<file path="src/hdl/sst_pkg.sv">
// Package for the scoped symbol table: sizes, codes and the structs passed
// between the controller and the row of entry cells. No dependencies.
`timescale 1ns / 1ps
`default_nettype none
package sst_pkg;

	localparam int NUM_ENTRIES = 64;
	localparam int MAX_DEPTH   = 16;
	localparam int KEY_BITS    = 32;
	localparam int INFO_BITS   = 32;

	localparam int FUNC_W      = 2;
	localparam int NAME_W      = 32;
	localparam int INFO_IN_W   = 32;
	localparam int STATUS_W    = 3;
	localparam int DEPTH_OUT_W = 5;

	localparam int KEY_W   = (KEY_BITS < NAME_W) ? KEY_BITS : NAME_W;
	localparam int INFO_W  = (INFO_BITS < INFO_IN_W) ? INFO_BITS : INFO_IN_W;
	localparam int IDX_W   = $clog2(NUM_ENTRIES);
	localparam int ENTRY_W = $clog2(NUM_ENTRIES + 1);
	localparam int DEPTH_W = $clog2(MAX_DEPTH + 1);
	localparam int DIDX_W  = (MAX_DEPTH > 1) ? $clog2(MAX_DEPTH) : 1;

	typedef enum logic [FUNC_W-1:0] {
		FN_ENTER   = 2'd0,
		FN_EXIT    = 2'd1,
		FN_DECLARE = 2'd2,
		FN_LOOKUP  = 2'd3
	} func_t;

	typedef enum logic [STATUS_W-1:0] {
		STS_OK       = 3'd0,
		STS_MISS     = 3'd1,
		STS_FULL     = 3'd2,
		STS_OVERFLOW = 3'd3,
		STS_NO_SCOPE = 3'd4
	} status_t;

	typedef struct packed {
		logic              v;
		logic [KEY_W-1:0]  key;
		logic              hit;
		logic [INFO_W-1:0] info;
	} tok_t;

	typedef struct packed {
		logic [ENTRY_W-1:0] lo;
		logic [ENTRY_W-1:0] hi;
	} rng_t;

	typedef struct packed {
		logic              en;
		logic [IDX_W-1:0]  idx;
		logic [KEY_W-1:0]  key;
		logic [INFO_W-1:0] info;
	} wr_t;

endpackage
`default_nettype wire

</file>
<file path="src/hdl/sst_cell.sv">
// One entry cell of the symbol row: holds one key/info pair and passes the
// search token to its neighbor each cycle. Depends on sst_pkg.
`timescale 1ns / 1ps
`default_nettype none
module sst_cell import sst_pkg::*; (
	input  logic             clk,
	input  logic             arst_n,
	input  logic [IDX_W-1:0] idx,
	input  rng_t             rng,
	input  wr_t              wr,
	input  tok_t             tok_i,
	output tok_t             tok_o
);

	logic [KEY_W-1:0]  entry_key_q;
	logic [INFO_W-1:0] entry_info_q;
	logic              tok_v_q;
	logic [KEY_W-1:0]  tok_key_q;
	logic              tok_hit_q;
	logic [INFO_W-1:0] tok_info_q;
	logic              live;
	logic              match;

	always_comb begin
		live  = (ENTRY_W'(idx) >= rng.lo) && (ENTRY_W'(idx) < rng.hi);
		match = tok_i.v && live && (entry_key_q == tok_i.key);
	end

	always_ff @(posedge clk or negedge arst_n) begin
		if (!arst_n) begin
			tok_v_q <= 1'b0;
		end else begin
			tok_v_q <= tok_i.v;
		end
	end

	// later entries are newer: a match overrides what the token carries
	always_ff @(posedge clk) begin
		tok_key_q  <= tok_i.key;
		tok_hit_q  <= tok_i.hit | match;
		tok_info_q <= match ? entry_info_q : tok_i.info;
		if (wr.en && (wr.idx == idx)) begin
			entry_key_q  <= wr.key;
			entry_info_q <= wr.info;
		end
	end

	assign tok_o = '{v: tok_v_q, key: tok_key_q, hit: tok_hit_q, info: tok_info_q};

endmodule
`default_nettype wire

</file>
<file path="config.mk">
export PLATFORM = sky130hd
export DESIGN_NAME = sst_cell
export DESIGN_NICKNAME = d
export VERILOG_FILES = /design/src/hdl/sst_pkg.sv /design/src/hdl/sst_cell.sv
export SDC_FILE = /design/constraint.sdc
export NUM_CORES = 1
export LEC_CHECK = 0
export ABC_AREA = 1
export BUFFER_PORTS_ARGS = -buffer_cell sky130_fd_sc_hd__buf_4
export CAP_MARGIN = 15
export CORE_MARGIN = 2
export CORE_UTILIZATION = 29
export CTS_CLUSTER_SIZE = 40
export DETAILED_ROUTE_END_ITERATION = 8
export PLACE_DENSITY = 0.51
export SKIP_CTS_REPAIR_TIMING = 1
export SLEW_MARGIN = 30
export SYNTH_ARGS = -nofsm -noshare
export SYNTH_HDL_FRONTEND = slang
export SYNTH_SLANG_ARGS = --single-unit
</file>
<file path="constraint.sdc">
create_clock -name clk -period 2.2 [get_ports clk]
set_input_delay 0.22 -clock clk [delete_from_list [all_inputs] [get_ports clk]]
set_output_delay 0.22 -clock clk [all_outputs]
set_load 0.005 [all_outputs]
</file>
* Word level (Yosys, flattened, before mapping) *
Index checks and enable logic that the tools add are counted.

word-level totals
  register bits = 130
  latch bits = 0
  bits in writable memories = 0
  memory bits (read-only) = 0
  input port bits = 159
  output and inout port bits = 66
  word-level logic and storage cells = 16
  memories kept = 0

cells by class
  add/subtract/negate cells = 0
  multiply operators = 0
  divide/modulo/power cells = 0
  order comparisons = 2
  equality and inequality tests = 2
  shift operators = 0
  multiplexer cells = 1
  bitwise logic cells = 1
  reduce and logical (&&, ||, !) cells = 4

operators by type and width
  cell               number
  $eq 32x32->1       1
  $mux 32            1
  $ge 6x7->1         1
  $lt 6x7->1         1
  $eq 6x6->1         1
  $logic_and 1x1->1  4
  $or 1x1->1         1

* Logic depth before layout (Yosys ltp) *
  depth after elaboration = 5
  mapped depth = 13
  depth with buffers taken out = 12

* Worst setup path after synthesis *
No wires, ideal clock.

  path kind = in2reg
  from = input wr[68] (netlist bit)
  to = register entry_info_q[0], enable pin
  library setup time = 0.644 ns
  arrival = 6.577 ns
  required time = 1.556 ns
  slack = -5.021 ns
  stages = 4
  buffers on the path = 0
  cells stage by stage = xor2_1 > nor2_1 > nand4_1 > nor4_1

on the way
  longest elaborated chain between the ends = 2

ends and longest elaborated chain
  element               RTL line        text
  start, declared       sst_cell.sv:10  input wr_t wr,
  $eq 6x6->1            sst_cell.sv:42  if (wr.en && (wr.idx == idx)) begin
  $logic_and 1x1->1     sst_cell.sv:42
  end signal, assigned  sst_cell.sv:44  entry_info_q <= wr.info;
  end, declared         sst_cell.sv:16  logic [INFO_W-1:0] entry_info_q;

Every way passes these cells.
A chain may end at the register's enable or synchronous reset.

* Worst setup path in the final report *
  from = input tok_i[45] (netlist bit)
  to = register tok_info_q[8]

on the way
  longest elaborated chain between the ends = 3

ends and longest elaborated chain
  element               RTL line        text
  start, declared       sst_cell.sv:11  input tok_t tok_i,
  $eq 32x32->1          sst_cell.sv:26  match = tok_i.v && live && (entry_key_q == tok_i.key);
  $logic_and 1x1->1     sst_cell.sv:26
  $mux 32               sst_cell.sv:41  tok_info_q <= match ? entry_info_q : tok_i.info;
  end signal, assigned  sst_cell.sv:41
  end, declared         sst_cell.sv:20  logic [INFO_W-1:0] tok_info_q;

Every way passes these cells.

==> metrics.md <==
| Metric | Value |
|---|---|
| Status | `finished with violations` |
| Failing checks | `negative hold slack` |
| Clk root buf | `clkbuf_16` |
| PortBufs | `224` |
| Vias in the first global route | `3,973` |
| Worst Setup End Kind | `flip-flop` |
| Reg power frac | `43.9%` |
| Sw Pwr | `1.205 mW` |
| Grt met2 use | `25.99%` |
| CP Data Required Time | `2.50 ns` |
| Library cells used by synthesis | `24` |
| Crit path arrival time | `2.18 ns` |
| Fillers | `1,504` |
| Via-per-instance ratio | `4.022` |
| Initial core utilization | `29.41%` |
| Asr flop ratio synth | `0.7692%` |
| CTS sink count | `130` |
| Total wire length | `13,250 µm` |
| Unrepaired setup endpoints after global routing | `false` |
| Rows | `47` |
| Combinational power share | `10.8%` |
| Grt ovf | `0` |
| Startpoint types | `primary input` |
| # IOs | `225` |
| Top cells by count, synth | `153 x nand2_1, 66 x inv_1, 65 x dfxtp_1` |
| Die area | `17,690 µm²` |
| Most used routing layer | `met2` |
| Syn_area_per_cell | `10.22 µm²` |
| Drt drc | `0` |
| EDFF count, synth | `64` |
| Util after Layout | `51.32%` |
| CTS HTree Levels | `4` |
| Yosys top cell by area | `edfxtp_1` |
| Post-synthesis register bit count | `130` |
| Worst rel slew slack | `76.32%` |
| Hold crit path type | `primary input to flip-flop` |
| Synth top area share | `39.82%` |
| Worst Tran Pin Value | `0.3552 ns` |
| Synth Flop Type | `dfxtp_1` |
| Cells after synthesis | `472` |
| Pin count of the biggest net entering global routing | `65` |
| Synth top area cells | `edfxtp_1 40%, dfxtp_1 27%, nand2_1 12%, inv_1 5.1%, nand3_1 3.4%` |
| Pins Over Slew Limit | `0` |
| Clk_skew | `0.008448 ns` |
| Sw Ratio | `19.97%` |
| Dpl ws | `0.2572 ns` |
| First DRT Iteration DRCs | `102` |
| Final nets | `988` |
| WL per Instance | `12.61 µm` |
| Share of cells above drive strength 1 | `31.41%` |
| Core area | `16,410 µm²` |
| Clk buf depth | `2` |
| Final-report hold violation count | `4` |
| Pleak | `4.100 nW` |
| Post-route ant nets | `0` |
| Initial antenna violation count | `0` |
| Register area share after synthesis | `67.31%` |
| Via count | `4,227` |
| PD cells | `716.5 nW/µm²` |
| Final setup violation count | `0` |
| Clock network power share | `45.3%` |
| First-pass DRT Iterations | `5` |
| Fin crit period | `1.878 ns` |
| Cell area after synthesis | `4826 µm²` |
| CTS tree | `built` |
| Most frequent cell after synthesis | `nand2_1` |
| Post-route clock period utilization | `85.38%` |
| Critical path class | `primary input to flip-flop` |
| Post-DP HPWL | `9859 µm` |
| Met1 GRT Util | `15.17%` |
| Peak supply drop | `0.5267 mV` |
| Area Overhead vs Synth | `74.49%` |
| Chip height | `133 µm` |
| Max-cap viol count | `0` |
| Die X | `133 µm` |
| First-pass GRT wire length | `19,410 µm` |
| FF/Latch Area | `3248 µm²` |
| WP buf/inv | `2` |
| Post-synthesis net count | `642` |
| Synth warn | `0` |
| Int Pwr | `4.828 mW` |
| Delay-heaviest family, CP | `simple AND/OR/NAND/NOR gates` |
| Hold_ws | `-0.002790 ns` |
| Final worst slack | `0.3217 ns` |
| Area of the multi-input gates | `1232 µm²` |
| Clock-pin slew on the worst setup and hold paths | `0.05 ns` |
| GRT Overall Usage | `14.52%` |
| Crit path max fanout | `33` |
| Max incr delay on CP | `0.54 ns` |
| CTS buffer count | `17` |
| Fmax | `532.4 MHz` |
| Worst-path cell chain | `dlygate4sd3_1 > buf_4 > nor2_1 > nor2_1 > nor2_1 > nand2_1 > nor2_1 > nand2_1 > nor2_8 > nand2_4 > nand2_1 > nand2_1` |
| Skew-Pair Late Insertion Delay | `0.41 ns` |
| Antenna diode count | `0` |
| Highest-delay cell along the critical path | `dlygate4sd3_1` |
| Global placement routability congestion | `0.8034` |
| GRT met3 Usage | `5.517%` |
## state kept, by name (all words and copies together), names as in the netlist
signal / count
tok_info_q: 32
tok_v_q: 1
tok_key_q: 32
entry_key_q: 32
tok_hit_q: 1
entry_info_q: 32
## final timing paths
path | startpoint | endpoint | slack, ns | cells after the start
worst max-delay path | tok_i[45] | tok_info_q[8] | 0.32 | 12
worst min-delay path | tok_i[6] | tok_info_q[6] | -0.003 | 3
worst max register to register | entry_key_q[31] | tok_info_q[8] | 0.43 | 10
worst min register to register | entry_info_q[4] | tok_info_q[4] | 0.47 | 2
max in group asynchronous | arst_n | tok_v_q | 2.01 | 2
min in group asynchronous | arst_n | tok_v_q | 0.11 | 2
## placed cells by master (no fill, tap or decap)
master         instances
buf_4                229
inv_1                 66
clkinv_2               2
o21ai_0                3
clkbuf_1               7
clkbuf_8               2
nor2_1                40
o21ai_1                1
dlygate4sd3_1        108
nand4_1                5
nand2_4                1
ha_1                  11
xnor2_1                3
nand3_1               33
nor2_4                 1
inv_2                  2
o21bai_1               1
xor2_1                 2
dfxtp_1               65
clkbuf_16             21
dfrtp_1                1
or2_1                  2
a21oi_1                4
buf_12                 1
nor4_4                 1
edfxtp_1              64
nand2_1              153
o22ai_1                1
nor2_8                 1
## metrics by stage
stage	std cells	area [µm²]	hold slack, ns	power [mW]	TNS [ns]
6_report	1051	8421	-0.002790	6.033	0
5_1_grt	1051	8421	0.0002018	6.281	0
4_1_cts	943	7340	-0.4537	5.962	0
3_5_place_dp	911	6750	-0.004176	3.198	0
3_3_place_gp	911	6750	-0.004633	3.187	0
2_1_floorplan	472	4841	-0.07559	2.830	-53.47
## cells by family (layout without fill, tap and decap cells)
kind of cell	Yosys count	count (layout)	share of synthesized area (%)
adder cells (fa/ha/maj)	11	11	2.852
AND/OR/NAND/NOR	237	237	20.35
XOR/XNOR	5	5	0.9076
flip-flops	130	130	67.31
AO/OA/AOI/OAI	10	10	1.115
buffers and inverters	79	438	7.467
## routing by layer
layer  wire (µm)  share of wire [%]  up-vias
met3         760                5.7       21
li1            -                  -     2177
met1        5191                 39     1879
met5           0                  0        -
met4         225                1.7        0
met2        7073                 53      150
## worst reg2reg max path: cells and delay by family (launching register included)
kind | cells | cell delay (ns)
flip-flops | 1 | 0.40
AND/OR/NAND/NOR | 10 | 1.28
## power groups by stage
| stage | clock, mW | sequential (mW) | combinational [mW] |
|---|---|---|---|
| 6_report | 2.73 | 2.65 | 0.652 |
| 5_1_grt | 2.91 | 2.66 | 0.716 |
| 4_1_cts | 2.81 | 2.65 | 0.499 |
| 3_5_place_dp | 0 | 2.70 | 0.499 |
| 3_3_place_gp | 0 | 2.70 | 0.490 |
| 2_1_floorplan | 0 | 2.71 | 0.124 |
## area by class of cell
class | instances | area share [%]
Multi-Input combinational cell | 263 | 14.64
Inverter | 68 | 3.031
Clock buffer | 30 | 6.880
Sequential cell | 130 | 38.57
Tap cell | 220 | 3.269
Timing Repair Buffer | 338 | 33.49
Clock inverter | 2 | 0.1189
Note: power is estimated with default switching activity, not from simulation.
