[src/hdl/sst_pkg.sv]
// Package for the scoped symbol table: sizes, codes and the structs passed
// between the controller and the row of entry cells. No dependencies.
`timescale 1ns / 1ps
`default_nettype none
package sst_pkg;

	localparam int NUM_ENTRIES = 64;
	localparam int MAX_DEPTH   = 16;
	localparam int KEY_BITS    = 32;
	localparam int INFO_BITS   = 32;

	localparam int FUNC_W      = 2;
	localparam int NAME_W      = 32;
	localparam int INFO_IN_W   = 32;
	localparam int STATUS_W    = 3;
	localparam int DEPTH_OUT_W = 5;

	localparam int KEY_W   = (KEY_BITS < NAME_W) ? KEY_BITS : NAME_W;
	localparam int INFO_W  = (INFO_BITS < INFO_IN_W) ? INFO_BITS : INFO_IN_W;
	localparam int IDX_W   = $clog2(NUM_ENTRIES);
	localparam int ENTRY_W = $clog2(NUM_ENTRIES + 1);
	localparam int DEPTH_W = $clog2(MAX_DEPTH + 1);
	localparam int DIDX_W  = (MAX_DEPTH > 1) ? $clog2(MAX_DEPTH) : 1;

	typedef enum logic [FUNC_W-1:0] {
		FN_ENTER   = 2'd0,
		FN_EXIT    = 2'd1,
		FN_DECLARE = 2'd2,
		FN_LOOKUP  = 2'd3
	} func_t;

	typedef enum logic [STATUS_W-1:0] {
		STS_OK       = 3'd0,
		STS_MISS     = 3'd1,
		STS_FULL     = 3'd2,
		STS_OVERFLOW = 3'd3,
		STS_NO_SCOPE = 3'd4
	} status_t;

	typedef struct packed {
		logic              v;
		logic [KEY_W-1:0]  key;
		logic              hit;
		logic [INFO_W-1:0] info;
	} tok_t;

	typedef struct packed {
		logic [ENTRY_W-1:0] lo;
		logic [ENTRY_W-1:0] hi;
	} rng_t;

	typedef struct packed {
		logic              en;
		logic [IDX_W-1:0]  idx;
		logic [KEY_W-1:0]  key;
		logic [INFO_W-1:0] info;
	} wr_t;

endpackage
`default_nettype wire

[src/hdl/sst_in_if.sv]
// Command channel of the scoped symbol table: valid/ready plus one command word.
// Depends on sst_pkg for field widths.
`timescale 1ns / 1ps
`default_nettype none
interface sst_in_if import sst_pkg::*; ();
	logic                 valid;
	logic                 ready;
	logic [FUNC_W-1:0]    func;
	logic [NAME_W-1:0]    name_key;
	logic [INFO_IN_W-1:0] info_value;

	modport source (output valid, func, name_key, info_value, input ready);
	modport sink (input valid, func, name_key, info_value, output ready);
endinterface
`default_nettype wire

[src/hdl/sst_out_if.sv]
// Response channel of the scoped symbol table: valid/ready plus one result word.
// Depends on sst_pkg for field widths.
`timescale 1ns / 1ps
`default_nettype none
interface sst_out_if import sst_pkg::*; ();
	logic                   valid;
	logic                   ready;
	logic [STATUS_W-1:0]    status;
	logic [INFO_IN_W-1:0]   info_out;
	logic [DEPTH_OUT_W-1:0] depth_out;

	modport source (output valid, status, info_out, depth_out, input ready);
	modport sink (input valid, status, info_out, depth_out, output ready);
endinterface
`default_nettype wire

[src/hdl/sst_ctrl.sv]
// Controller of the scoped symbol table: scope stack, fill count, command
// decode, token launch and the response register. Depends on sst_pkg and the
// channel interfaces.
`timescale 1ns / 1ps
`default_nettype none
module sst_ctrl import sst_pkg::*; (
	input  logic      clk,
	input  logic      arst_n,
	sst_in_if.sink    cmd,
	sst_out_if.source rsp,
	output tok_t      tok_o,
	input  tok_t      tok_last,
	output rng_t      rng,
	output wr_t       wr
);

	typedef enum logic [2:0] {
		ST_IDLE = 3'b001,
		ST_SCAN = 3'b010,
		ST_DONE = 3'b100
	} state_t;

	state_t                 state_q;
	logic [ENTRY_W-1:0]     fill_q;
	logic [DEPTH_W-1:0]     depth_q;
	logic [ENTRY_W-1:0]     start_q [MAX_DEPTH];
	logic                   tok_v_q;
	logic [KEY_W-1:0]       tok_key_q;
	func_t                  op_q;
	logic [INFO_W-1:0]      info_q;
	rng_t                   rng_q;
	status_t                hold_status_q;
	logic [INFO_W-1:0]      hold_info_q;
	logic                   out_v_q;
	status_t                out_status_q;
	logic [INFO_IN_W-1:0]   out_info_q;
	logic [DEPTH_OUT_W-1:0] out_depth_q;

	func_t              fn;
	logic               out_free;
	logic               scan_op;
	logic               accept;
	logic               overflow;
	logic [DIDX_W-1:0]  top_idx;
	logic [DIDX_W-1:0]  depth_idx;
	status_t            imm_status;
	logic [DEPTH_W-1:0] imm_depth;
	status_t            scan_status;
	logic [INFO_W-1:0]  scan_info;
	logic               do_write;
	logic               scan_end;

	always_comb begin
		fn        = func_t'(cmd.func);
		out_free  = !out_v_q || rsp.ready;
		scan_op   = (fn == FN_LOOKUP) || ((fn == FN_DECLARE) && (depth_q != '0));
		cmd.ready = (state_q == ST_IDLE) && (scan_op || out_free);
		accept    = cmd.valid && cmd.ready;
		overflow  = depth_q >= DEPTH_W'(MAX_DEPTH);
		top_idx   = DIDX_W'(depth_q - DEPTH_W'(1));
		depth_idx = DIDX_W'(depth_q);
		scan_end  = (state_q == ST_SCAN) && tok_last.v;
	end

	always_comb begin
		imm_status = STS_OK;
		imm_depth  = depth_q;
		unique case (fn)
			FN_ENTER: begin
				if (overflow) begin
					imm_status = STS_OVERFLOW;
				end else begin
					imm_depth = depth_q + DEPTH_W'(1);
				end
			end
			FN_EXIT: begin
				if (depth_q == '0) begin
					imm_status = STS_NO_SCOPE;
				end else begin
					imm_depth = depth_q - DEPTH_W'(1);
				end
			end
			FN_DECLARE: imm_status = STS_NO_SCOPE;
			default: imm_status = STS_OK;
		endcase
	end

	always_comb begin
		scan_status = STS_OK;
		scan_info   = '0;
		do_write    = 1'b0;
		if (op_q == FN_DECLARE) begin
			if (tok_last.hit) begin
				scan_status = STS_MISS;
			end else if (fill_q >= ENTRY_W'(NUM_ENTRIES)) begin
				scan_status = STS_FULL;
			end else begin
				do_write = scan_end;
			end
		end else begin
			if (tok_last.hit) begin
				scan_info = tok_last.info;
			end else begin
				scan_status = STS_MISS;
			end
		end
	end

	always_ff @(posedge clk or negedge arst_n) begin
		if (!arst_n) begin
			state_q <= ST_IDLE;
			fill_q  <= '0;
			depth_q <= DEPTH_W'(1);
			tok_v_q <= 1'b0;
			out_v_q <= 1'b0;
			for (int i = 0; i < MAX_DEPTH; i++) begin
				start_q[i] <= '0;
			end
		end else begin
			tok_v_q <= 1'b0;
			if (rsp.ready) begin
				out_v_q <= 1'b0;
			end
			unique case (state_q)
				ST_IDLE: begin
					if (accept) begin
						if (scan_op) begin
							state_q <= ST_SCAN;
							tok_v_q <= 1'b1;
						end else begin
							out_v_q <= 1'b1;
							depth_q <= imm_depth;
						end
						if ((fn == FN_ENTER) && !overflow) begin
							start_q[depth_idx] <= fill_q;
						end
						if ((fn == FN_EXIT) && (depth_q != '0)) begin
							fill_q <= start_q[top_idx];
						end
					end
				end
				ST_SCAN: begin
					if (tok_last.v) begin
						state_q <= ST_DONE;
						if (do_write) begin
							fill_q <= fill_q + ENTRY_W'(1);
						end
					end
				end
				ST_DONE: begin
					if (out_free) begin
						state_q <= ST_IDLE;
						out_v_q <= 1'b1;
					end
				end
				default: state_q <= ST_IDLE;
			endcase
		end
	end

	always_ff @(posedge clk) begin
		if (accept) begin
			op_q      <= fn;
			tok_key_q <= cmd.name_key[KEY_W-1:0];
			info_q    <= cmd.info_value[INFO_W-1:0];
			rng_q.lo  <= (fn == FN_DECLARE) ? start_q[top_idx] : '0;
			rng_q.hi  <= fill_q;
			if (!scan_op) begin
				out_status_q <= imm_status;
				out_info_q   <= '0;
				out_depth_q  <= DEPTH_OUT_W'(imm_depth);
			end
		end
		if (scan_end) begin
			hold_status_q <= scan_status;
			hold_info_q   <= scan_info;
		end
		if ((state_q == ST_DONE) && out_free) begin
			out_status_q <= hold_status_q;
			out_info_q   <= INFO_IN_W'(hold_info_q);
			out_depth_q  <= DEPTH_OUT_W'(depth_q);
		end
	end

	assign tok_o = '{v: tok_v_q, key: tok_key_q, hit: 1'b0, info: '0};
	assign rng   = rng_q;
	assign wr    = '{en: do_write, idx: fill_q[IDX_W-1:0], key: tok_key_q, info: info_q};

	assign rsp.valid     = out_v_q;
	assign rsp.status    = out_status_q;
	assign rsp.info_out  = out_info_q;
	assign rsp.depth_out = out_depth_q;

`ifndef SYNTHESIS
	a_depth_range: assert property (@(posedge clk) disable iff (!arst_n)
		depth_q <= DEPTH_W'(MAX_DEPTH))
		else $error("scope depth beyond limit");
	a_fill_range: assert property (@(posedge clk) disable iff (!arst_n)
		fill_q <= ENTRY_W'(NUM_ENTRIES))
		else $error("fill count beyond table size");
	a_token_in_scan: assert property (@(posedge clk) disable iff (!arst_n)
		tok_last.v |-> (state_q == ST_SCAN))
		else $error("search token returned outside a scan");
	a_scan_start: assert property (@(posedge clk) disable iff (!arst_n)
		(accept && scan_op) |=> ((state_q == ST_SCAN) && tok_v_q))
		else $error("scan did not launch");
	a_write_ok: assert property (@(posedge clk) disable iff (!arst_n)
		do_write |-> ((op_q == FN_DECLARE) && (fill_q < ENTRY_W'(NUM_ENTRIES))))
		else $error("entry write outside a valid declare");
`endif

endmodule
`default_nettype wire
[src/flat_wrapper.sv]
// flat-port wrapper written by rule: the top's interface ports become plain ports
module sst_ctrl_flat import sst_pkg::*;
  (clk, arst_n, tok_o, tok_last, rng, wr, cmd_valid, cmd_func, cmd_name_key, cmd_info_value, cmd_ready, rsp_valid, rsp_status, rsp_info_out, rsp_depth_out, rsp_ready);
  sst_in_if cmd_i ();
  sst_out_if rsp_i ();
  input  logic clk;
  input  logic arst_n;
  output tok_t tok_o;
  input  tok_t tok_last;
  output rng_t rng;
  output wr_t wr;
  input wire logic [$bits(cmd_i.valid)-1:0] cmd_valid;
  input wire logic [$bits(cmd_i.func)-1:0] cmd_func;
  input wire logic [$bits(cmd_i.name_key)-1:0] cmd_name_key;
  input wire logic [$bits(cmd_i.info_value)-1:0] cmd_info_value;
  output wire logic [$bits(cmd_i.ready)-1:0] cmd_ready;
  output wire logic [$bits(rsp_i.valid)-1:0] rsp_valid;
  output wire logic [$bits(rsp_i.status)-1:0] rsp_status;
  output wire logic [$bits(rsp_i.info_out)-1:0] rsp_info_out;
  output wire logic [$bits(rsp_i.depth_out)-1:0] rsp_depth_out;
  input wire logic [$bits(rsp_i.ready)-1:0] rsp_ready;
  assign cmd_i.valid = cmd_valid;
  assign cmd_i.func = cmd_func;
  assign cmd_i.name_key = cmd_name_key;
  assign cmd_i.info_value = cmd_info_value;
  assign cmd_ready = cmd_i.ready;
  assign rsp_valid = rsp_i.valid;
  assign rsp_status = rsp_i.status;
  assign rsp_info_out = rsp_i.info_out;
  assign rsp_depth_out = rsp_i.depth_out;
  assign rsp_i.ready = rsp_ready;
  sst_ctrl u_core (.clk(clk), .arst_n(arst_n), .cmd(cmd_i), .rsp(rsp_i), .tok_o(tok_o), .tok_last(tok_last), .rng(rng), .wr(wr));
endmodule
[config.mk]
export PLATFORM = sky130hd
export DESIGN_NAME = sst_ctrl_flat
export DESIGN_NICKNAME = d
export VERILOG_FILES = /design/src/hdl/sst_pkg.sv /design/src/hdl/sst_in_if.sv /design/src/hdl/sst_out_if.sv /design/src/hdl/sst_ctrl.sv /design/src/flat_wrapper.sv
export SDC_FILE = /design/constraint.sdc
export NUM_CORES = 1
export LEC_CHECK = 0
export BUFFER_PORTS_ARGS = -buffer_cell sky130_fd_sc_hd__buf_4
export CORE_ASPECT_RATIO = 0.6
export CORE_UTILIZATION = 57
export CTS_CLUSTER_DIAMETER = 150
export DETAILED_ROUTE_END_ITERATION = 8
export PLACE_DENSITY = 0.89
export RECOVER_POWER = 100
export SYNTH_ARGS = -nofsm -noshare
export SYNTH_HDL_FRONTEND = slang
export SYNTH_SLANG_ARGS = --single-unit
[constraint.sdc]
create_clock -name clk -period 12.6 [get_ports clk]
set_input_delay 0.63 -clock clk [delete_from_list [all_inputs] [get_ports clk]]
set_output_delay 0.63 -clock clk [all_outputs]
set_load 0.01 [all_outputs]
Yosys cells after proc, flatten, opt, wreduce, memory -nomap -nowiden:

Cells that the tools add are included.

* $add $sub $neg: 3
* order comparisons: 5
* equality and inequality tests: 14
* multiplexer cells: 46
* bitwise gates (word level): 4
* reduce and logical (&&, ||, !) cells: 24

Operators by type and width (count)
* $bwmux 112: 1
* $mux 32: 3
* $mux 7: 7
* $mux 3: 10
* $bmux 7 s4: 1
* $demux 7 s4: 1
* $mux 5: 5
* $pmux 3 s3: 2
* $ge 5x5->1 const B: 3
* $pmux 7 s2: 1
* $mux 1: 11
* $not 4->5: 2
* $pmux 5 s2: 1
* $logic_and 1x1->1: 8
* $ne 2x1->1 const B: 4
* $add 7x1->7 const B: 1
* $ge 7x7->1 const B: 1
* $eq 2x2->1 const B: 3
* $ne 2x2->1 const B: 3
* $reduce_and 3->1: 2
* $add 5x1->5 const B: 1
* $logic_not 5->1: 1
* $lt 5x1->1 const B: 1
* $reduce_and 5->1: 1
* other kinds (16): 22

* register bits after elaboration: 284
* input bits: 136
* logic and storage cells: 127

Depth between registers and ports, before layout:

Gate-level depths: netlist of run 1.

* word-level depth: 8
* depth in mapped cells: 12

Worst setup path after synthesis of run 1:

Ideal clock, no wire load.

* path kind: register -> register
* start: register u_core.depth_q[0]
* end: register u_core.info_q[0] (enable)
* library setup time: 0.519 ns
* data arrival time: 5.041 ns
* data required time: 12.081 ns
* path slack: 7.040 ns
* stages on the path, launching flop included: 8
* path buffers: 2
* clock period less this slack: 5.560 ns
* cell sequence: dfstp_2 buf_4 buf_2 inv_2 ha_1 a31oi_1 nor2_1 nor2_1

* longest elaborated chain between the ends: 6

RTL lines
* from (decl): line sst_ctrl.sv:25 `logic [DEPTH_W-1:0] depth_q;`
* from (signal assigned): line sst_ctrl.sv:132 `depth_q <= imm_depth;`
* $reduce_bool 5->1: line sst_ctrl.sv:56 `scan_op = (fn == FN_LOOKUP) || ((fn == FN_DECLARE) && (depth_q != '0));`
* $logic_and 1x1->1: line sst_ctrl.sv:56
* $logic_or 1x1->1: line sst_ctrl.sv:56
* $logic_or 1x1->1: line sst_ctrl.sv:57 `cmd.ready = (state_q == ST_IDLE) && (scan_op || out_free);`
* $logic_and 1x1->1: line sst_ctrl.sv:57
* $logic_and 1x1->1: line sst_ctrl.sv:58 `accept = cmd.valid && cmd.ready;`
* to (signal assigned): line sst_ctrl.sv:165 `info_q <= cmd.info_value[INFO_W-1:0];`
* to (decl): line sst_ctrl.sv:30 `logic [INFO_W-1:0] info_q;`

No other way between the ends.
A chain may end at the register's enable or synchronous reset.

Worst setup path after layout of run 1:

* start: register u_core.depth_q[0]
* end: register u_core.info_q[10] (enable)

The elaborated chain is that of the path after synthesis.

==> impl_metrics.ini, run 1 <==
[run_status]
run_status = finished with violations
failed_checks = design-rule violations, max-capacitance violations, max-slew violations

[power]
power_mw = 2.99
ir_worst_vdd_mv = 0.175
p_int_mw = 1.99
power.share.clock_pct = 27.6
p_switching_mw = 1.00
p_seq_share_pct = 44.7
power_density_nw_per_um2 = 209
pwr-share-comb_pct = 27.7
p_leak_nw = 5.97
switching_share_pct = 33.5

[job]
drv_cap = 9

[clocking]
cts.htree.levels = 1
cts_root_buf = clkbuf_16
post_cts_resized = 0
clock-sinks = 283
cts.path.max_buffers = 3
insertion_delay_ps = 550
cts_tree = yes
clk_pin_slew_ps = 70
postCtsHoldBufs = 0
numCtsBuffers = 26
post_cts_buffers = 0

[synthesis]
ys_seq_elements = 283
postSynth.asyncResetShare_pct = 45.6
synth_edf_count = 154
synth.cell_area_um2 = 12400
ys.flop_type = edfxtp_1
syn_inst = 852
ys_types = 64
yosys_warnings = 0
syn_area_per_cell_um2 = 14.6
ys_seq_area_share_pct = 63.1

[detailed_routing]
drc = 42
drt_pass1_iterations = 9
antenna_left = 0
vias = 7760
wl_mm = 30.2
wl_per_cell_um = 22.2
routed_via_density = 5.71
dr.first_iter.drc_count = 770

[worst_setup_path]
worstReg2RegStart = u_core.depth_q[0]$_DFFE_PN1P_
path_class = reg2reg
slowest_stage = clkbuf_1
end_kind = register
crit_path_start = u_core.depth_q[0]$_DFFE_PN1P_
crit_top_cell = nor2_1
arrival_ps = 7750
crit_buf_inv = 2
worstPathCellList = inv_1 -> ha_1 -> a31oi_1 -> nor2_1 -> nor2_1 -> clkbuf_1
cp.required_ps = 12680
critPathTopFamily = buffers and inverters
slowest_delay_ps = 2530
cp-start-kind = register
critPathMaxFanout = 62

[sta]
hold_viol = 0
finalClockSkew_ps = 27.5
rsz0062_at_grt = false
tns_ps = 0
finalCritPeriodShare_pct = 60.9
fin_crit_ps = 7670
setup_slack_ps = 4930
worstMarginPinSlew_ps = 3540
setup_viol_count_final = 0
slew_violations = 398
fmax_mhz = 130
slew_headroom_pct = -136

[placement]
dp.cells = 1311
placement.io_buffers = 263
place_area_um2 = 14200
gp_congestion = 0.910
pre_cts_ws_ps = 8540
hpwlAfterDp_mm = 20.7

[die]
dieWidth_um = 193
die_y_um = 116
initial_utilization_pct = 58.7
core_area_um2 = 21200
design.die.area_um2 = 22400
io_pins = 329
std_cell_rows = 41

[global_route]
grt_pass1_vias = 7624
grt_use_total_pct = 26.3
grt_pass1_wl_mm = 44.1
antenna_found_initial = 1
overflow = 0
grt_max_degree = 70

[min_path]
worstHoldStart = cmd_info_value[30]
min_path_type = in2reg

[layout]
stdcell_count = 1359
nets = 1205
design_area_um2 = 14300
n_fill_cell = 1552
drive_gt1_share_pct = 25.8
area_delta_synth_final_pct = 15.1
-- final timing paths --
kind                                                         to  slack (ps)  cells past startpoint
worst max register to register      u_core.info_q[10]$_DFFE_PN_        4930                      6
max in group asynchronous       u_core.start_q[109]$_DFFE_PN0P_        6830                      2
worst min register to register   u_core.start_q[30]$_DFFE_PN0P_         500                      1
worst min-delay path                u_core.info_q[30]$_DFFE_PN_         280                      1
worst max-delay path                u_core.info_q[10]$_DFFE_PN_        4930                      6
min in group asynchronous         u_core.depth_q[2]$_DFFE_PN0P_        1190                      1
-- power groups by stage --
stage / clock network (mW) / registers [mW] / logic [mW]
after global placement: 0 / 1.34 / 0.857
after CTS: 0.832 / 1.34 / 0.895
after global routing: 0.867 / 1.36 / 0.883
final: 0.825 / 1.34 / 0.828
after floorplan: 0 / 1.27 / 0.650
after detailed placement: 0 / 1.35 / 0.885
-- stage by stage --
| stage | hold WS (ps) | utilization, % |
|---|---|---|
| finish | 276 | 67.6 |
| global route | 262 | 67.6 |
| CTS | 202 | 71.1 |
| detailed placement | 488 | 66.9 |
| global placement | 480 | 66.9 |
| floorplan | 334 | - |
-- area by class of cell --
class                           instances  area [um^2]  area share, %
Antenna cell                            1         2.50         0.0175
Clock buffer                           35          747           5.21
Clock inverter                         12          160           1.12
Inverter                               12         45.0          0.314
Multi-Input combinational cell        466         3780           26.4
Sequential cell                       283         7860           54.8
Tap cell                              279          349           2.44
Timing Repair Buffer                  271         1390           9.70
-- synthesized netlist by cell type (all sizes together) (2+ instances only) --
library cell | number | area (um^2)
a21oi | 11 | 58.8
a221oi | 2 | 17.5
a22oi | 2 | 15.0
a31oi | 8 | 50.1
a32o | 2 | 20.0
a32oi | 3 | 26.3
a41oi | 3 | 26.3
and2 | 74 | 463
and3 | 7 | 43.8
buf | 90 | 671
clkbuf | 33 | 126
dfrtp | 127 | 3180
dfstp | 2 | 52.6
edfxtp | 154 | 4620
ha | 9 | 113
inv | 12 | 45.0
mux2 | 121 | 1360
mux2i | 9 | 90.1
mux4 | 19 | 454
nand2 | 48 | 210
nand2b | 7 | 43.8
nand3 | 14 | 120
nand4 | 4 | 25.0
nor2 | 23 | 88.8
nor2b | 6 | 37.5
nor3 | 7 | 40.0
nor3b | 8 | 60.1
nor4b | 3 | 38.8
o21ai | 11 | 55.1
o22ai | 3 | 18.8
o31ai | 3 | 22.5
or3 | 4 | 25.0
xnor2 | 4 | 35.0
xor2 | 3 | 45.1
-- worst reg2reg max path, delay by kind of cell, from the launching register on --
| family | cells | cell delay [ps] |
|---|---|---|
| simple gates | 2 | 1400 |
| fa+ha+maj | 1 | 510 |
| buf+inv | 2 | 3280 |
| flops | 1 | 1550 |
| compound gates | 1 | 430 |
-- cell families after synthesis --
family,after synthesis,share of synthesized area (%)
DFF,283,63.1
muxes,149,15.3
buffers and inverters,135,6.77
AOI/OAI and AO/OA,58,3.23
and+or+nand+nor,210,9.97
xor gates and xnor gates,7,0.644
adders and majority gates,9,0.905
other,1,0.0301
-- registers in the layout, indices dropped and copies added, names as in the netlist --
name / count
u_core.start_q: 112
u_core.hold_info_q: 32
u_core.info_q: 32
u_core.rsp.info_out: 32
u_core.tok_key_q: 32
u_core.rng: 14
u_core.fill_q: 7
u_core.depth_q: 5
u_core.rsp.depth_out: 5
u_core.rsp.status: 3
u_core.state_q: 3
u_core.hold_status_q: 2
u_core.op_q: 2
u_core.rsp.valid: 1
u_core.tok_v_q: 1
-- placed cells by master (no fill, tap or decap), drive strengths merged, types with 4 or more instances in the layout --
master / netlist / layout
clkbuf: 33 / 267
edfxtp: 154 / 154
dfrtp: 127 / 127
mux2: 121 / 121
and2: 74 / 74
nand2: 48 / 48
buf: 90 / 39
conb: 1 / 33
nor2: 23 / 23
mux4: 19 / 19
nand3: 14 / 14
inv: 12 / 12
a21oi: 11 / 11
o21ai: 11 / 11
mux2i: 9 / 9
ha: 9 / 9
a31oi: 8 / 8
nor3b: 8 / 8
and3: 7 / 7
nand2b: 7 / 7
nor3: 7 / 7
clkinv: 0 / 7
nor2b: 6 / 6
xnor2: 4 / 4
nand4: 4 / 4
or3: 4 / 4
-- routing by layer --
metal	up-vias	wire, um	global-route usage, %
met2	401	14500	42.2
met4	0	886	8.82
li1	3392	-	-
met1	3905	11800	34.9
met5	-	0	0
met3	62	3090	7.33
Power figures use the tool's default switching activity.
==> run 2: changes to the inputs <==
- CORE_UTILIZATION: 57 -> 48
- PLACE_DENSITY: 0.89 -> 0.81
- clock period: 12.6 -> 6.23 ns (I/O delays scaled with it)
==> impl_metrics.ini, run 2 (synthesized netlist as in run 1, its figures left out) <==
[run_status]
run_status = finished with violations
failed_checks = max-capacitance violations, max-slew violations

[die]
die_y_um = 127
std_cell_rows = 45
dieWidth_um = 210
initial_utilization_pct = 49.0
core_area_um2 = 25400
design.die.area_um2 = 26600
io_pins = 329

[sta]
rsz0062_at_grt = false
tns_ps = 0
slew_violations = 223
slew_headroom_pct = -129
finalCritPeriodShare_pct = 71.3
setup_viol_count_final = 0
fmax_mhz = 225
fin_crit_ps = 4440
finalClockSkew_ps = 21.6
worstMarginPinSlew_ps = 3440
hold_viol = 0

[global_route]
grt_use_total_pct = 23.7
grt_pass1_vias = 7992
overflow = 0
antenna_found_initial = 0
grt_pass1_wl_mm = 47.7
grt_max_degree = 71

[min_path]
min_path_type = in2reg

[clocking]
post_cts_buffers = 0
clock-sinks = 283
numCtsBuffers = 25
clk_pin_slew_ps = 70
cts_root_buf = clkbuf_16
insertion_delay_ps = 550
cts.path.max_buffers = 3
cts.htree.levels = 1
cts_tree = yes

[detailed_routing]
wl_mm = 31.9
dr.first_iter.drc_count = 690
vias = 7987
wl_per_cell_um = 21.3
drc = 0
drt_pass1_iterations = 7
routed_via_density = 5.33
antenna_left = 0

[layout]
largest-register = u_core.start_q
register_area_um2 = 7860
antenna_cells = 0
largest_reg_flops = 112
drive_gt1_share_pct = 24.6
nets = 1273
final_cell_mix = 173 x clkbuf_1, 154 x edfxtp_1, 127 x dfrtp_1, 119 x mux2_2, 65 x dlygate4sd3_1
area_delta_synth_final_pct = 21.1
design_area_um2 = 15100
multi_input_area_um2 = 3760
n_fill_cell = 2072
final_common_cell = clkbuf_1

[worst_setup_path]
arrival_ps = 4730
slowest_delay_ps = 1310
worstPathCellList = inv_1 -> ha_1 -> xor2_1 -> buf_4 -> mux4_1 -> mux2_1 -> a22oi_1 -> nor2_1
crit_buf_inv = 2
critPathMaxFanout = 17
critPathTopFamily = XOR/XNOR gates
cp-start-kind = register
end_kind = register
slowest_stage = xor2_1
path_class = reg2reg
cp.required_ps = 6520

[power]
power_density_nw_per_um2 = 408
ir_worst_vdd_mv = 0.249
p_leak_nw = 6.27

[placement]
place_area_um2 = 14300
gp_congestion = 0.894
hpwlAfterDp_mm = 20.6
placement.io_buffers = 263

[job]
drv_cap = 6
[run 2: changes by cell type in the layout (fill, tap and decap cells not counted), sizes merged, moves of 2 or more]
| cell | change |
|---|---|
| buf | +6 |
| clkinv | +3 |
| clkinvlp | -2 |
| clkbuf | -6 |
| dlygate4sd3 | +65 |
[run 2: worst paths after layout]
path	startpoint	end	slack, ps	depth (start not counted)
setup / recovery	u_core.depth_q[0]$_DFFE_PN1P_	u_core.rng[10]$_SDFFCE_PN0N_	1790	8
hold reg to reg	u_core.start_q[98]$_DFFE_PN0P_	u_core.start_q[98]$_DFFE_PN0P_	500	1
min in group asynchronous	arst_n	u_core.start_q[83]$_DFFE_PN0P_	1500	2
max in group asynchronous	arst_n	u_core.start_q[7]$_DFFE_PN0P_	2450	3
setup reg to reg	u_core.depth_q[0]$_DFFE_PN1P_	u_core.rng[10]$_SDFFCE_PN0N_	1790	8
hold / removal	tok_last[31]	u_core.hold_info_q[31]$_SDFFCE_PP0N_	60	2
[run 2: area by class of cell]
type / count / area share, %
timing repair buffer: 340 / 13.8
tap: 352 / 2.92
sequential: 283 / 52.1
clock inverter: 15 / 1.17
multi-input combinational: 466 / 25.0
clock buffer: 31 / 4.73
inverter: 12 / 0.299
[run 2: where the power goes]
part / internal, mW / switching, mW
sequential: 2.36 / 0.309
combinational: 0.724 / 1.07
clock: 0.980 / 0.703
total: 4.06 / 2.08
[run 2: what timing repair did]
| item | 4_1_cts | 5_1_grt |
|---|---|---|
| hold endpoints to repair | 121 | 0 |
| hold buffers | 65 | 0 |
| gates resized for setup | 0 | 0 |
[run 2: through the flow]
stage | hold slack, ps | std cells | worst slack, ps | total power, mW | util (%)
6_report | 58.6 | 1499 | 1790 | 6.14 | 59.3
5_1_grt | 41.4 | 1499 | 1630 | 6.40 | 59.3
4_1_cts | 20.2 | 1499 | 2840 | 6.29 | 62.3
3_5_place_dp | 457 | 1388 | 2850 | 4.58 | 56.3
3_3_place_gp | 444 | 1388 | 2900 | 4.52 | 56.3
2_1_floorplan | 15.9 | 884 | 670 | 3.89 | -
[run 2: per-layer routing]
layer,track usage [%],up-vias,part of all wire (%)
met2,38.0,370,47
met4,6.40,0,2.7
li1,-,3515,-
met1,32.1,4043,42
met5,0,-,0
met3,6.64,59,8.6
[run 2: worst reg2reg max path: stages (launching register included)]
cell	delay (ps)
dfstp_2	370
inv_1	420
ha_1	420
xor2_1	1310
buf_4	480
mux4_1	610
mux2_1	370
a22oi_1	160
nor2_1	70
==> run 3: changes to the inputs <==
- clock period: 6.23 -> 3.8 ns (I/O delays scaled with it)
==> impl_metrics.ini, run 3 (synthesized netlist as in run 1, its figures left out) <==
[layout]
drive_gt1_share_pct = 24.3
largest-register = u_core.start_q
fin_util_pct = 60.8
area_delta_synth_final_pct = 24.2
register_area_um2 = 7860
multi_input_area_um2 = 3780
stdcell_count = 1543
largest_reg_flops = 112
antenna_cells = 0
nets = 1316
n_fill_cell = 1974
final_cell_mix = 181 x clkbuf_1, 154 x edfxtp_1, 127 x dfrtp_1, 120 x mux2_2, 102 x dlygate4sd3_1
final_common_cell = clkbuf_1

[sta]
hold_viol = 0
worstMarginPinSlew_ps = 2840
fmax_mhz = 293
holdWs_ps = 13.5
slew_headroom_pct = -89.2
rsz0062_at_grt = false
fin_crit_ps = 3420
finalClockSkew_ps = 12.6
slew_violations = 208
setup_viol_count_final = 0
finalCritPeriodShare_pct = 90.0
tns_ps = 0
setup_slack_ps = 382

[global_route]
overflow = 0
grt_pass1_wl_mm = 49.6
grt_use_total_pct = 25.0
grt_pass1_vias = 8312
antenna_found_initial = 0
grt_max_degree = 129

[detailed_routing]
wl_mm = 33.5
routed_via_density = 5.29
vias = 8164
wl_per_cell_um = 21.7
drc = 0
dr.first_iter.drc_count = 709
antenna_left = 0
drt_pass1_iterations = 5

[placement]
hpwlAfterDp_mm = 21.4
gp_congestion = 0.849
pre_cts_ws_ps = 653
dp.cells = 1393
placement.io_buffers = 263

[clocking]
cts_tree = yes
post_cts_resized = 0
clock-sinks = 283
insertion_delay_ps = 540
cts.htree.levels = 1
numCtsBuffers = 26
cts.path.max_buffers = 3
postCtsHoldBufs = 102
cts_root_buf = clkbuf_16
post_cts_buffers = 0
clk_pin_slew_ps = 70

[die]
initial_utilization_pct = 49.0
design.die.area_um2 = 26600
dieWidth_um = 210
die_y_um = 127
core_area_um2 = 25400
std_cell_rows = 45
io_pins = 329

[run_status]
failed_checks = max-capacitance violations, max-slew violations
run_status = finished with violations

[power]
p_leak_nw = 6.41
p_int_mw = 6.61
power.share.clock_pct = 26.7
p_seq_share_pct = 43.5
p_switching_mw = 3.37
power_density_nw_per_um2 = 646
pwr-share-comb_pct = 29.8
ir_worst_vdd_mv = 0.368
switching_share_pct = 33.8

[worst_setup_path]
regToRegSetupSlack_ps = 380
cp.required_ps = 4190
path_class = reg2reg
cp-start-kind = register
slowest_stage = xnor2_1
end_kind = register
worstPathCellList = inv_1 -> ha_1 -> xnor2_1 -> mux2_2 -> a211oi_1 -> a22oi_1 -> nor2_1
arrival_ps = 3810
worstRegToRegCells = 7
worstReg2RegStart = u_core.depth_q[0]$_DFFE_PN1P_
slowest_delay_ps = 850
rr_endpoint = u_core.rng[10]$_SDFFCE_PN0N_
critPathMaxFanout = 12

[job]
drv_cap = 3

[min_path]
hold_end = u_core.state_q[1]$_DFFE_PN0P_
hold_depth = 3
min_path_type = in2reg
worstHoldStart = cmd_valid
-- run 3: changes by cell type in the layout (fill, tap and decap cells not counted), moves of 3 or more --
cell           previous run  this run
dlygate4sd3_1            65       102
clkbuf_1                173       181
clkbuf_8                  0         5
and2_0                   43        47
and2_1                   31        27
clkinv_1                  5         1
bufinv_16                 4         1
-- run 3: critical path: cells and delay by family, from the launching register on --
family	cells	cell delay, ps
multiplexers	1	430
AO/OA/AOI/OAI	2	620
AND/OR/NAND/NOR	1	120
XOR/XNOR	1	850
flip-flops	1	530
buffers and inverters	1	260
adder cells (fa/ha/maj)	1	470
-- run 3: worst max-delay path by stage --
stage / slack (ps) / cells past startpoint / endpoint / from
after detailed placement: 650 / 7 / u_core.rng[10]$_SDFFCE_PN0N_ / u_core.depth_q[0]$_DFFE_PN1P_
after CTS: 630 / 7 / u_core.rng[10]$_SDFFCE_PN0N_ / u_core.depth_q[0]$_DFFE_PN1P_
after global routing: 250 / 7 / u_core.rng[10]$_SDFFCE_PN0N_ / u_core.depth_q[0]$_DFFE_PN1P_
final: 380 / 7 / u_core.rng[10]$_SDFFCE_PN0N_ / u_core.depth_q[0]$_DFFE_PN1P_
after floorplan: 460 / 7 / u_core.info_q[0]$_DFFE_PN_ / u_core.depth_q[0]$_DFFE_PN1P_
after global placement: 740 / 7 / u_core.fill_q[0]$_DFFE_PN0P_ / u_core.depth_q[0]$_DFFE_PN1P_
-- run 3: layout make-up --
class | instances | area share (%)
clock inverter | 9 | 0.486
sequential | 283 | 50.8
tap | 352 | 2.85
clock buffer | 39 | 5.13
inverter | 12 | 0.292
multi-input combinational | 466 | 24.5
timing repair buffer | 382 | 15.9
-- run 3: through the flow --
stage                     power [mW]  area [um^2]
after floorplan                 6.37        12600
after global placement          7.40        14300
after detailed placement        7.50        14300
after CTS                       10.2        16200
after global routing            10.4        15400
final                           9.98        15400
-- run 3: power groups by stage --
stage / Sequential, mW / Clock, mW / Combinational [mW]
after CTS: 4.34 / 2.68 / 3.21
after floorplan: 4.21 / 0 / 2.16
final: 4.34 / 2.67 / 2.97
after detailed placement: 4.39 / 0 / 3.11
after global placement: 4.36 / 0 / 3.04
after global routing: 4.42 / 2.81 / 3.17
-- run 3: routing by layer --
| metal | vias up | wire length, um | global-route usage, % |
|---|---|---|---|
| li1 | 3596 | - | - |
| met1 | 4164 | 13900 | 33.3 |
| met2 | 339 | 16100 | 41.5 |
| met3 | 65 | 2380 | 5.27 |
| met4 | 0 | 1140 | 7.60 |
| met5 | - | 0 | 0 |
